`src/tce_pkg.sv`:
```
// Shared types, constants and command codes for the text console engine.
package tce_pkg;

    // Screen geometry
    localparam int SCREEN_COLS = 80;
    localparam int SCREEN_ROWS = 25;
    localparam int CELL_COUNT  = SCREEN_ROWS * SCREEN_COLS;
    localparam int CELL_W      = $clog2(CELL_COUNT + 1);
    localparam int LAST_BASE   = (SCREEN_ROWS - 1) * SCREEN_COLS;

    // Field widths
    localparam int OP_W    = 3;
    localparam int ROW_W   = 5;
    localparam int COL_W   = 7;
    localparam int BYTE_W  = 8;
    localparam int HW_W    = 11;

    // Character and color constants
    localparam logic [BYTE_W-1:0] COLOR_LIMIT = 8'h90;
    localparam logic [BYTE_W-1:0] COLOR_RESET = 8'h07;
    localparam logic [BYTE_W-1:0] BLANK_CHAR  = 8'h20;
    localparam logic [BYTE_W-1:0] NL_CHAR     = 8'h0A;
    localparam logic [BYTE_W-1:0] CR_CHAR     = 8'h0D;
    localparam logic [BYTE_W-1:0] BS_CHAR     = 8'h08;

    // Operation codes
    localparam logic [OP_W-1:0] OP_PUT   = 3'd0;
    localparam logic [OP_W-1:0] OP_DRAW  = 3'd1;
    localparam logic [OP_W-1:0] OP_READ  = 3'd2;
    localparam logic [OP_W-1:0] OP_CLEAR = 3'd3;
    localparam logic [OP_W-1:0] OP_SET   = 3'd4;

    // Configuration register indexes
    localparam logic CFG_TEXT_COLOR = 1'b0;
    localparam logic CFG_CURSOR_OFF = 1'b1;

    // Write address select
    localparam logic [1:0] WA_CURSOR    = 2'd0;
    localparam logic [1:0] WA_CURSOR_M1 = 2'd1;
    localparam logic [1:0] WA_TARGET    = 2'd2;
    localparam logic [1:0] WA_SCAN      = 2'd3;

    // Write data select
    localparam logic [1:0] WD_ITEM  = 2'd0;
    localparam logic [1:0] WD_PRINT = 2'd1;
    localparam logic [1:0] WD_BLANK = 2'd2;
    localparam logic [1:0] WD_MOVE  = 2'd3;

    // Read address select
    localparam logic [1:0] RA_TARGET    = 2'd0;
    localparam logic [1:0] RA_SCAN      = 2'd1;
    localparam logic [1:0] RA_SCAN_NEXT = 2'd2;

    // Cursor update codes
    localparam logic [2:0] CUR_HOLD     = 3'd0;
    localparam logic [2:0] CUR_HOME     = 3'd1;
    localparam logic [2:0] CUR_COL0     = 3'd2;
    localparam logic [2:0] CUR_NEWLINE  = 3'd3;
    localparam logic [2:0] CUR_ADVANCE  = 3'd4;
    localparam logic [2:0] CUR_BACK     = 3'd5;
    localparam logic [2:0] CUR_PREV_END = 3'd6;
    localparam logic [2:0] CUR_TARGET   = 3'd7;

    typedef struct packed {
        logic [OP_W-1:0]   operation;
        logic [BYTE_W-1:0] data_byte;
        logic [ROW_W-1:0]  target_row;
        logic [COL_W-1:0]  target_col;
        logic [BYTE_W-1:0] cell_color;
    } in_item_t;

    typedef struct packed {
        logic [BYTE_W-1:0] read_char;
        logic              status;
        logic [ROW_W-1:0]  cur_row;
        logic [COL_W-1:0]  cur_col;
        logic [HW_W-1:0]   hw_cursor_pos;
    } out_item_t;

    // Controller to datapath
    typedef struct packed {
        logic       latch_item;
        logic       we_char;
        logic       we_attr;
        logic [1:0] wr_addr_sel;
        logic [1:0] wr_data_sel;
        logic       re;
        logic [1:0] rd_addr_sel;
        logic [2:0] cur_op;
        logic       scan_clr;
        logic       scan_inc;
        logic       status_set;
        logic       rd_capture;
        logic       out_load;
    } cmd_t;

    // Datapath to controller
    typedef struct packed {
        logic [OP_W-1:0] op;
        logic            is_nl;
        logic            is_cr;
        logic            is_bs;
        logic            col_zero;
        logic            row_zero;
        logic            col_last;
        logic            row_last;
        logic            pos_ok;
        logic            scan_move_last;
        logic            scan_end;
    } sts_t;

endpackage

```
`src/tce_ctrl.sv`:
```
// Controller state machine for the text console engine.
module tce_ctrl (
    input  logic          aclk,
    input  logic          aresetn,
    input  logic          s_valid,
    output logic          s_ready,
    output logic          m_valid,
    input  logic          m_ready,
    input  tce_pkg::sts_t sts,
    output tce_pkg::cmd_t cmd
);

    localparam logic [2:0] ST_IDLE        = 3'd0;
    localparam logic [2:0] ST_EXEC        = 3'd1;
    localparam logic [2:0] ST_READ_WAIT   = 3'd2;
    localparam logic [2:0] ST_SCROLL_RD   = 3'd3;
    localparam logic [2:0] ST_SCROLL_MOVE = 3'd4;
    localparam logic [2:0] ST_SCROLL_BLNK = 3'd5;
    localparam logic [2:0] ST_CLEAR       = 3'd6;
    localparam logic [2:0] ST_FINISH      = 3'd7;

    logic [2:0] state_reg, state_next;
    logic       m_valid_reg, m_valid_next;

    assign s_ready = (state_reg == ST_IDLE);
    assign m_valid = m_valid_reg;

    // Next state and command decode
    always_comb begin
        state_next = state_reg;
        cmd        = '0;
        case (state_reg)
            ST_IDLE: begin
                if (s_valid) begin
                    cmd.latch_item = 1'b1;
                    state_next     = ST_EXEC;
                end
            end
            ST_EXEC: begin
                cmd.scan_clr = 1'b1;
                state_next   = ST_FINISH;
                case (sts.op)
                    tce_pkg::OP_PUT: begin
                        if (sts.is_nl) begin
                            if (sts.row_last) begin
                                cmd.cur_op = tce_pkg::CUR_COL0;
                                state_next = ST_SCROLL_RD;
                            end else begin
                                cmd.cur_op = tce_pkg::CUR_NEWLINE;
                            end
                        end else if (sts.is_cr) begin
                            cmd.cur_op = tce_pkg::CUR_COL0;
                        end else if (sts.is_bs) begin
                            if (!(sts.col_zero && sts.row_zero)) begin
                                cmd.we_char     = 1'b1;
                                cmd.wr_addr_sel = tce_pkg::WA_CURSOR_M1;
                                cmd.wr_data_sel = tce_pkg::WD_BLANK;
                                cmd.cur_op      = sts.col_zero ? tce_pkg::CUR_PREV_END
                                                               : tce_pkg::CUR_BACK;
                            end
                        end else begin
                            cmd.we_char     = 1'b1;
                            cmd.we_attr     = 1'b1;
                            cmd.wr_addr_sel = tce_pkg::WA_CURSOR;
                            cmd.wr_data_sel = tce_pkg::WD_PRINT;
                            if (!sts.col_last) begin
                                cmd.cur_op = tce_pkg::CUR_ADVANCE;
                            end else if (sts.row_last) begin
                                cmd.cur_op = tce_pkg::CUR_COL0;
                                state_next = ST_SCROLL_RD;
                            end else begin
                                cmd.cur_op = tce_pkg::CUR_NEWLINE;
                            end
                        end
                    end
                    tce_pkg::OP_DRAW: begin
                        if (sts.pos_ok) begin
                            cmd.we_char     = 1'b1;
                            cmd.we_attr     = 1'b1;
                            cmd.wr_addr_sel = tce_pkg::WA_TARGET;
                            cmd.wr_data_sel = tce_pkg::WD_ITEM;
                        end else begin
                            cmd.status_set = 1'b1;
                        end
                    end
                    tce_pkg::OP_READ: begin
                        if (sts.pos_ok) begin
                            cmd.re          = 1'b1;
                            cmd.rd_addr_sel = tce_pkg::RA_TARGET;
                            state_next      = ST_READ_WAIT;
                        end else begin
                            cmd.status_set = 1'b1;
                        end
                    end
                    tce_pkg::OP_CLEAR: begin
                        cmd.cur_op = tce_pkg::CUR_HOME;
                        state_next = ST_CLEAR;
                    end
                    tce_pkg::OP_SET: begin
                        if (sts.pos_ok) begin
                            cmd.cur_op = tce_pkg::CUR_TARGET;
                        end else begin
                            cmd.status_set = 1'b1;
                        end
                    end
                    default: begin
                    end
                endcase
            end
            ST_READ_WAIT: begin
                cmd.rd_capture = 1'b1;
                state_next     = ST_FINISH;
            end
            // Prime the read side of the row-up copy
            ST_SCROLL_RD: begin
                cmd.re          = 1'b1;
                cmd.rd_addr_sel = tce_pkg::RA_SCAN;
                state_next      = ST_SCROLL_MOVE;
            end
            // One cell moved up per cycle, next read overlapped with this write
            ST_SCROLL_MOVE: begin
                cmd.we_char     = 1'b1;
                cmd.we_attr     = 1'b1;
                cmd.wr_addr_sel = tce_pkg::WA_SCAN;
                cmd.wr_data_sel = tce_pkg::WD_MOVE;
                cmd.scan_inc    = 1'b1;
                if (sts.scan_move_last) begin
                    state_next = ST_SCROLL_BLNK;
                end else begin
                    cmd.re          = 1'b1;
                    cmd.rd_addr_sel = tce_pkg::RA_SCAN_NEXT;
                end
            end
            // Bottom row: characters blanked, colors kept
            ST_SCROLL_BLNK: begin
                cmd.we_char     = 1'b1;
                cmd.wr_addr_sel = tce_pkg::WA_SCAN;
                cmd.wr_data_sel = tce_pkg::WD_BLANK;
                if (sts.scan_end) begin
                    state_next = ST_FINISH;
                end else begin
                    cmd.scan_inc = 1'b1;
                end
            end
            ST_CLEAR: begin
                cmd.we_char     = 1'b1;
                cmd.we_attr     = 1'b1;
                cmd.wr_addr_sel = tce_pkg::WA_SCAN;
                cmd.wr_data_sel = tce_pkg::WD_BLANK;
                if (sts.scan_end) begin
                    state_next = ST_FINISH;
                end else begin
                    cmd.scan_inc = 1'b1;
                end
            end
            ST_FINISH: begin
                if (!m_valid_reg || m_ready) begin
                    cmd.out_load = 1'b1;
                    state_next   = ST_IDLE;
                end
            end
            default: begin
                state_next = ST_IDLE;
            end
        endcase
    end

    // Result valid flag
    always_comb begin
        m_valid_next = m_valid_reg;
        if (cmd.out_load) begin
            m_valid_next = 1'b1;
        end else if (m_ready) begin
            m_valid_next = 1'b0;
        end
    end

    always_ff @(posedge aclk) begin
        if (!aresetn) begin
            state_reg   <= ST_IDLE;
            m_valid_reg <= 1'b0;
        end else begin
            state_reg   <= state_next;
            m_valid_reg <= m_valid_next;
        end
    end

endmodule

```
`config.mk`:
```
export PLATFORM = sky130hd
export DESIGN_NAME = tce_ctrl
export DESIGN_NICKNAME = d
export VERILOG_FILES = /design/src/tce_pkg.sv /design/src/tce_ctrl.sv
export SDC_FILE = /design/constraint.sdc
export NUM_CORES = 1
export LEC_CHECK = 0
export BUFFER_PORTS_ARGS = -buffer_cell sky130_fd_sc_hd__buf_2
export CORE_MARGIN = 4
export CORE_UTILIZATION = 35
export DETAILED_ROUTE_END_ITERATION = 10
export GPL_ROUTABILITY_DRIVEN = 0
export PLACE_DENSITY = 0.69
export SYNTH_ARGS = -nofsm -noshare
export SYNTH_HDL_FRONTEND = slang
export SYNTH_SLANG_ARGS = --single-unit
```
`constraint.sdc`:
```
create_clock -name aclk -period 1.5 [get_ports aclk]
set_input_delay 0.3 -clock aclk [delete_from_list [all_inputs] [get_ports aclk]]
set_output_delay 0.3 -clock aclk [all_outputs]
set_load 0.02 [all_outputs]
```
# After elaboration in Yosys (flattened, before gate mapping)
# Index checks and enable logic that the tools add are counted.
word_totals:
  memories: 0
  romBits: 0
  regBits: 4
  output_inout_bits: 20
  inputBits: 17
  ram_bits: 0
  latch_bits: 0
classes:
  magnitude_cmp: 0
  n_reduce_logical: 11
  add_sub_neg: 0
  mul: 0
  shift: 0
  eq_ne: 15
  n_mux: 50
  bitwise: 0
  div_mod_pow: 0
op_table:
  columns: ["op", "count"]
  rows:
  - ["two-way mux 3 bit", 21]
  - ["case mux 3 bit (3 select lines)", 3]
  - ["case mux 3 bit (7 select lines)", 1]
  - ["two-way mux 6 bit", 3]
  - ["equality test 3 bit (second input constant)", 5]
  - ["two-way mux 1 bit", 15]
  - ["equality test 3 x 2 -> 1 bit (second input constant)", 4]
  - ["case mux 4 bit (3 select lines)", 1]
  - ["case mux 6 bit (2 select lines)", 1]
  - ["equality test 3 x 1 -> 1 bit (second input constant)", 2]
  - ["zero test 3 bit", 2]
  - ["!= test 2 bit (second input constant)", 3]
  - ["case mux 1 bit (2 select lines)", 3]
  - ["OR reduction 3 bit", 2]
  - ["two-way mux 4 bit", 1]
  - ["AND reduction 4 bit", 1]
  - ["OR reduction 2 bit", 2]
  - ["two-way mux 2 bit", 1]
  - ["!= test 2 x 1 -> 1 bit (second input constant)", 1]
  - ["nonzero test 2 bit", 1]
  - ["logical AND 1 bit", 1]
  - ["zero test 1 bit", 1]
  - ["logical OR 1 bit", 1]

# Logic depth before layout (Yosys ltp)
logic_depth:
  word_depth: 7
  mapped_depth: 5
  mapped_depth_nobuf: 5

# Least setup slack after synthesis
# No wires, ideal clock.
synth_timing:
  path_kind: "input to output"
  from: "input sts[11] (netlist name)"
  to: "output cmd[13] (netlist name)"
  stages: 5
  slack_ns: -0.353
  arrival_time_ns: 1.553
  t_required_ns: 1.200
  path_buffers: 2
  cell_sequence: "buf_4 -> nor4_4 -> nand2_2 -> o31ai_2 -> buf_4"
synth_lines:
  columns: ["item", "line_no", "source"]
  rows:
  - ["start: declaration", "tce_ctrl.sv:9", "input tce_pkg::sts_t sts,"]
  - ["end: declaration", "tce_ctrl.sv:10", "output tce_pkg::cmd_t cmd"]

==> metrics.cfg <==
[sta]
worst-slew-pin-transition_ps=309.3
report.final.setup_viol=11
min_period_over_period_pct=107.5
max_slew_margin_pct=79.22
timing.final.max_slew_violations=0
report.final.hold_viol_count=0
max_freq_mhz=620.0
worst_hold_slack_ps=365.3
skew_ps=4.226
final_period_minus_worst_setup_slack_ps=1613
setup_slack_ps=-112.8
grt_setup_unrepaired=true

[clock_network]
cts.root.buffer_cell=sky130_fd_sc_hd__clkbuf_4
hold_buffer_count_at_cts=0
tritoncts_clock_tree=done
insertion_delay_ps=250
clock_sinks=4
htreeDepth=1
cts_buffers=3
worst_setup_hold_path_clk_slew_ps=40
clk_path_buf_depth=2

[power]
cellLeakagePower_nw=0.5829
p_per_area_nw_per_um2=834.6
ir_drop_v=0.0003925

[synthesis]
syn-instance-count=93
ys_types=38
synth-async-reset-ratio_pct=0
post_synth_edffs=0
ys_seq_elements=4
netlist_area_um2=643.1
avg_synthesized_cell_area_um2=6.915
leading_register_cell_type_out_of_synthesis=sky130_fd_sc_hd__dfxtp_1
ys.warnings.count=0
synth.yosys.seq_area_share_pct=12.45
mappedNetlistNets=110

[finish]
n_antenna_cell=0
drive_above_1_share_pct=69.59
final_design_area_no_fill_um2=1320
finalNetCount=167
layout-area-overhead-vs-synth_pct=105.3
largest_register_ffs=3
layout_filler_cell_count=134
finish.cell_count_without_fillers=173

[die]
floorplan_die_height_um=50.87
coreArea_um2=1727
die-area_um2=2587
placementRows=15
start_util_pct=37.25
boundaryPins=37
chipWidth_um=50.87

[grt]
grt_max_degree=10
grt_pass1_wl_mm=3.663
grt_antenna_before_repair=0
track_usage_pct=18.58
vias_in_the_first_global_route=831
grt_remaining_overflow=0

[drt]
postRouteWirelength_mm=2.691
routed_wl_per_cell_um=15.55
num_vias=916
drt-pass1-iter-count=4
avgViaCountPerCell=5.295
final_antenna_net_count=0
drcViolationCount=0
first_iter_violations=19

[setup_path]
worst_ep_arrival_time_ps=1310
setup.worst_path.end_class=primary output
setup.worst_path.start_class=primary input
endpoint_required_time_on_the_critical_path_ps=1200
worstSetupPathType=primary input to primary output
worst-r2r-cell-count=6
r2r_slack_ps=220
timing.critical_path.fanout_max=4

[place]
dp.cells=161
place.port_buffers=36
dp_hpwl_mm=1.652
preCtsSetupSlack_ps=-162.5
dpl-instance-area_um2=942.2

[min_path]
holdPathStages=3
worstHoldPathType=primary input to flop

[flow_run]
max_cap_violation_count=0

[outcome]
violations=setup timing
status=complete, but fails checks

## area by class of cell
cell class | count | area [um^2] | area share (%)
Inverter | 6 | 25.02 | 1.896
Timing Repair Buffer | 60 | 494.2 | 37.44
Multi-Input combinational cell | 75 | 655.6 | 49.67
Sequential cell | 4 | 91.34 | 6.919
Clock buffer | 3 | 22.52 | 1.706
Tap cell | 25 | 31.28 | 2.370
## final timing paths
path,end,start
setup / recovery,cmd[15],sts[8]
hold / removal,state_reg[1],aresetn
setup reg to reg,state_reg[2],state_reg[2]
hold reg to reg,m_valid,m_valid
## cells in the mapped netlist, types with 2 or more instances
cell type | n | share of area, %
sky130_fd_sc_hd__nor4b_1 | 2 | 2.7
sky130_fd_sc_hd__nor3_1 | 6 | 4.7
sky130_fd_sc_hd__dfxtp_1 | 4 | 12
sky130_fd_sc_hd__o21ai_0 | 6 | 4.7
sky130_fd_sc_hd__buf_4 | 3 | 3.5
sky130_fd_sc_hd__nand2b_1 | 7 | 6.8
sky130_fd_sc_hd__nand2_1 | 6 | 3.5
sky130_fd_sc_hd__nor2_1 | 7 | 4.1
sky130_fd_sc_hd__buf_2 | 4 | 3.1
sky130_fd_sc_hd__a31oi_1 | 3 | 2.9
sky130_fd_sc_hd__a21oi_1 | 9 | 7.0
sky130_fd_sc_hd__nand3_1 | 4 | 3.1
sky130_fd_sc_hd__nor2b_1 | 2 | 1.9
sky130_fd_sc_hd__inv_1 | 6 | 3.5
## cell families after synthesis
family,count (synthesis),synth area share [%]
AND/OR/NAND/NOR,44,40.86
AO/OA/AOI/OAI,29,31.91
buffers and inverters,14,11.87
flip-flops,4,12.45
XOR/XNOR,1,1.362
multiplexers,1,1.556
## per-layer routing
metal	track usage [%]	part of all wire, %	vias to the layer above	routed length [um]
met5	0	0	-	0
met4	6.726	2.4	0	65
met3	3.499	5.1	6	137
met2	34.78	55	33	1467
met1	20.60	38	425	1020
li1	-	-	452	-
## per-stage QoR
| stage | utilization (%) | power, mW | TNS (ps) |
|---|---|---|---|
| 2_1_floorplan | - | 0.4791 | -311.9 |
| 3_3_place_gp | 54.57 | 0.6633 | -475.7 |
| 3_5_place_dp | 54.57 | 0.6723 | -713.6 |
| 4_1_cts | 64.93 | 0.9365 | -597.2 |
| 5_1_grt | 76.45 | 1.161 | -1487 |
| 6_report | 76.45 | 1.102 | -692.2 |
## cells in the final DEF, fill, tap and decap left out, drive strengths merged, types with 2 or more instances in the layout
cell and instances:
buf 60, nor2 7, nor3 6, nand2 7
nor4b 2, a21oi 9, o31ai 2, a31oi 3
nand3 4, clkbuf 3, dfxtp 4, nand2b 7
inv 6, nor2b 2, o21ai 6
## power breakdown
group,internal (mW),leakage [nW],switching (mW),total (mW)
sequential,0.129,0.0348,0.0401,0.169
clock,0.0901,0.0138,0.0537,0.144
combinational,0.391,0.534,0.398,0.789
total,0.610,0.583,0.492,1.10
## critical path: stages
cell and delay (ps):
sky130_fd_sc_hd__buf_8 110, sky130_fd_sc_hd__nor4_4 350, sky130_fd_sc_hd__buf_4 190, sky130_fd_sc_hd__a31oi_4 80, sky130_fd_sc_hd__o21ai_2 160, sky130_fd_sc_hd__buf_6 130
## repair_timing
action                     CTS  global route
setup buffers                5             4
gates resized for setup     39            44
hold endpoints to repair     0             0
setup endpoints to repair   16            18
pin swaps                   10            12
(Power assumes the default switching activity.)
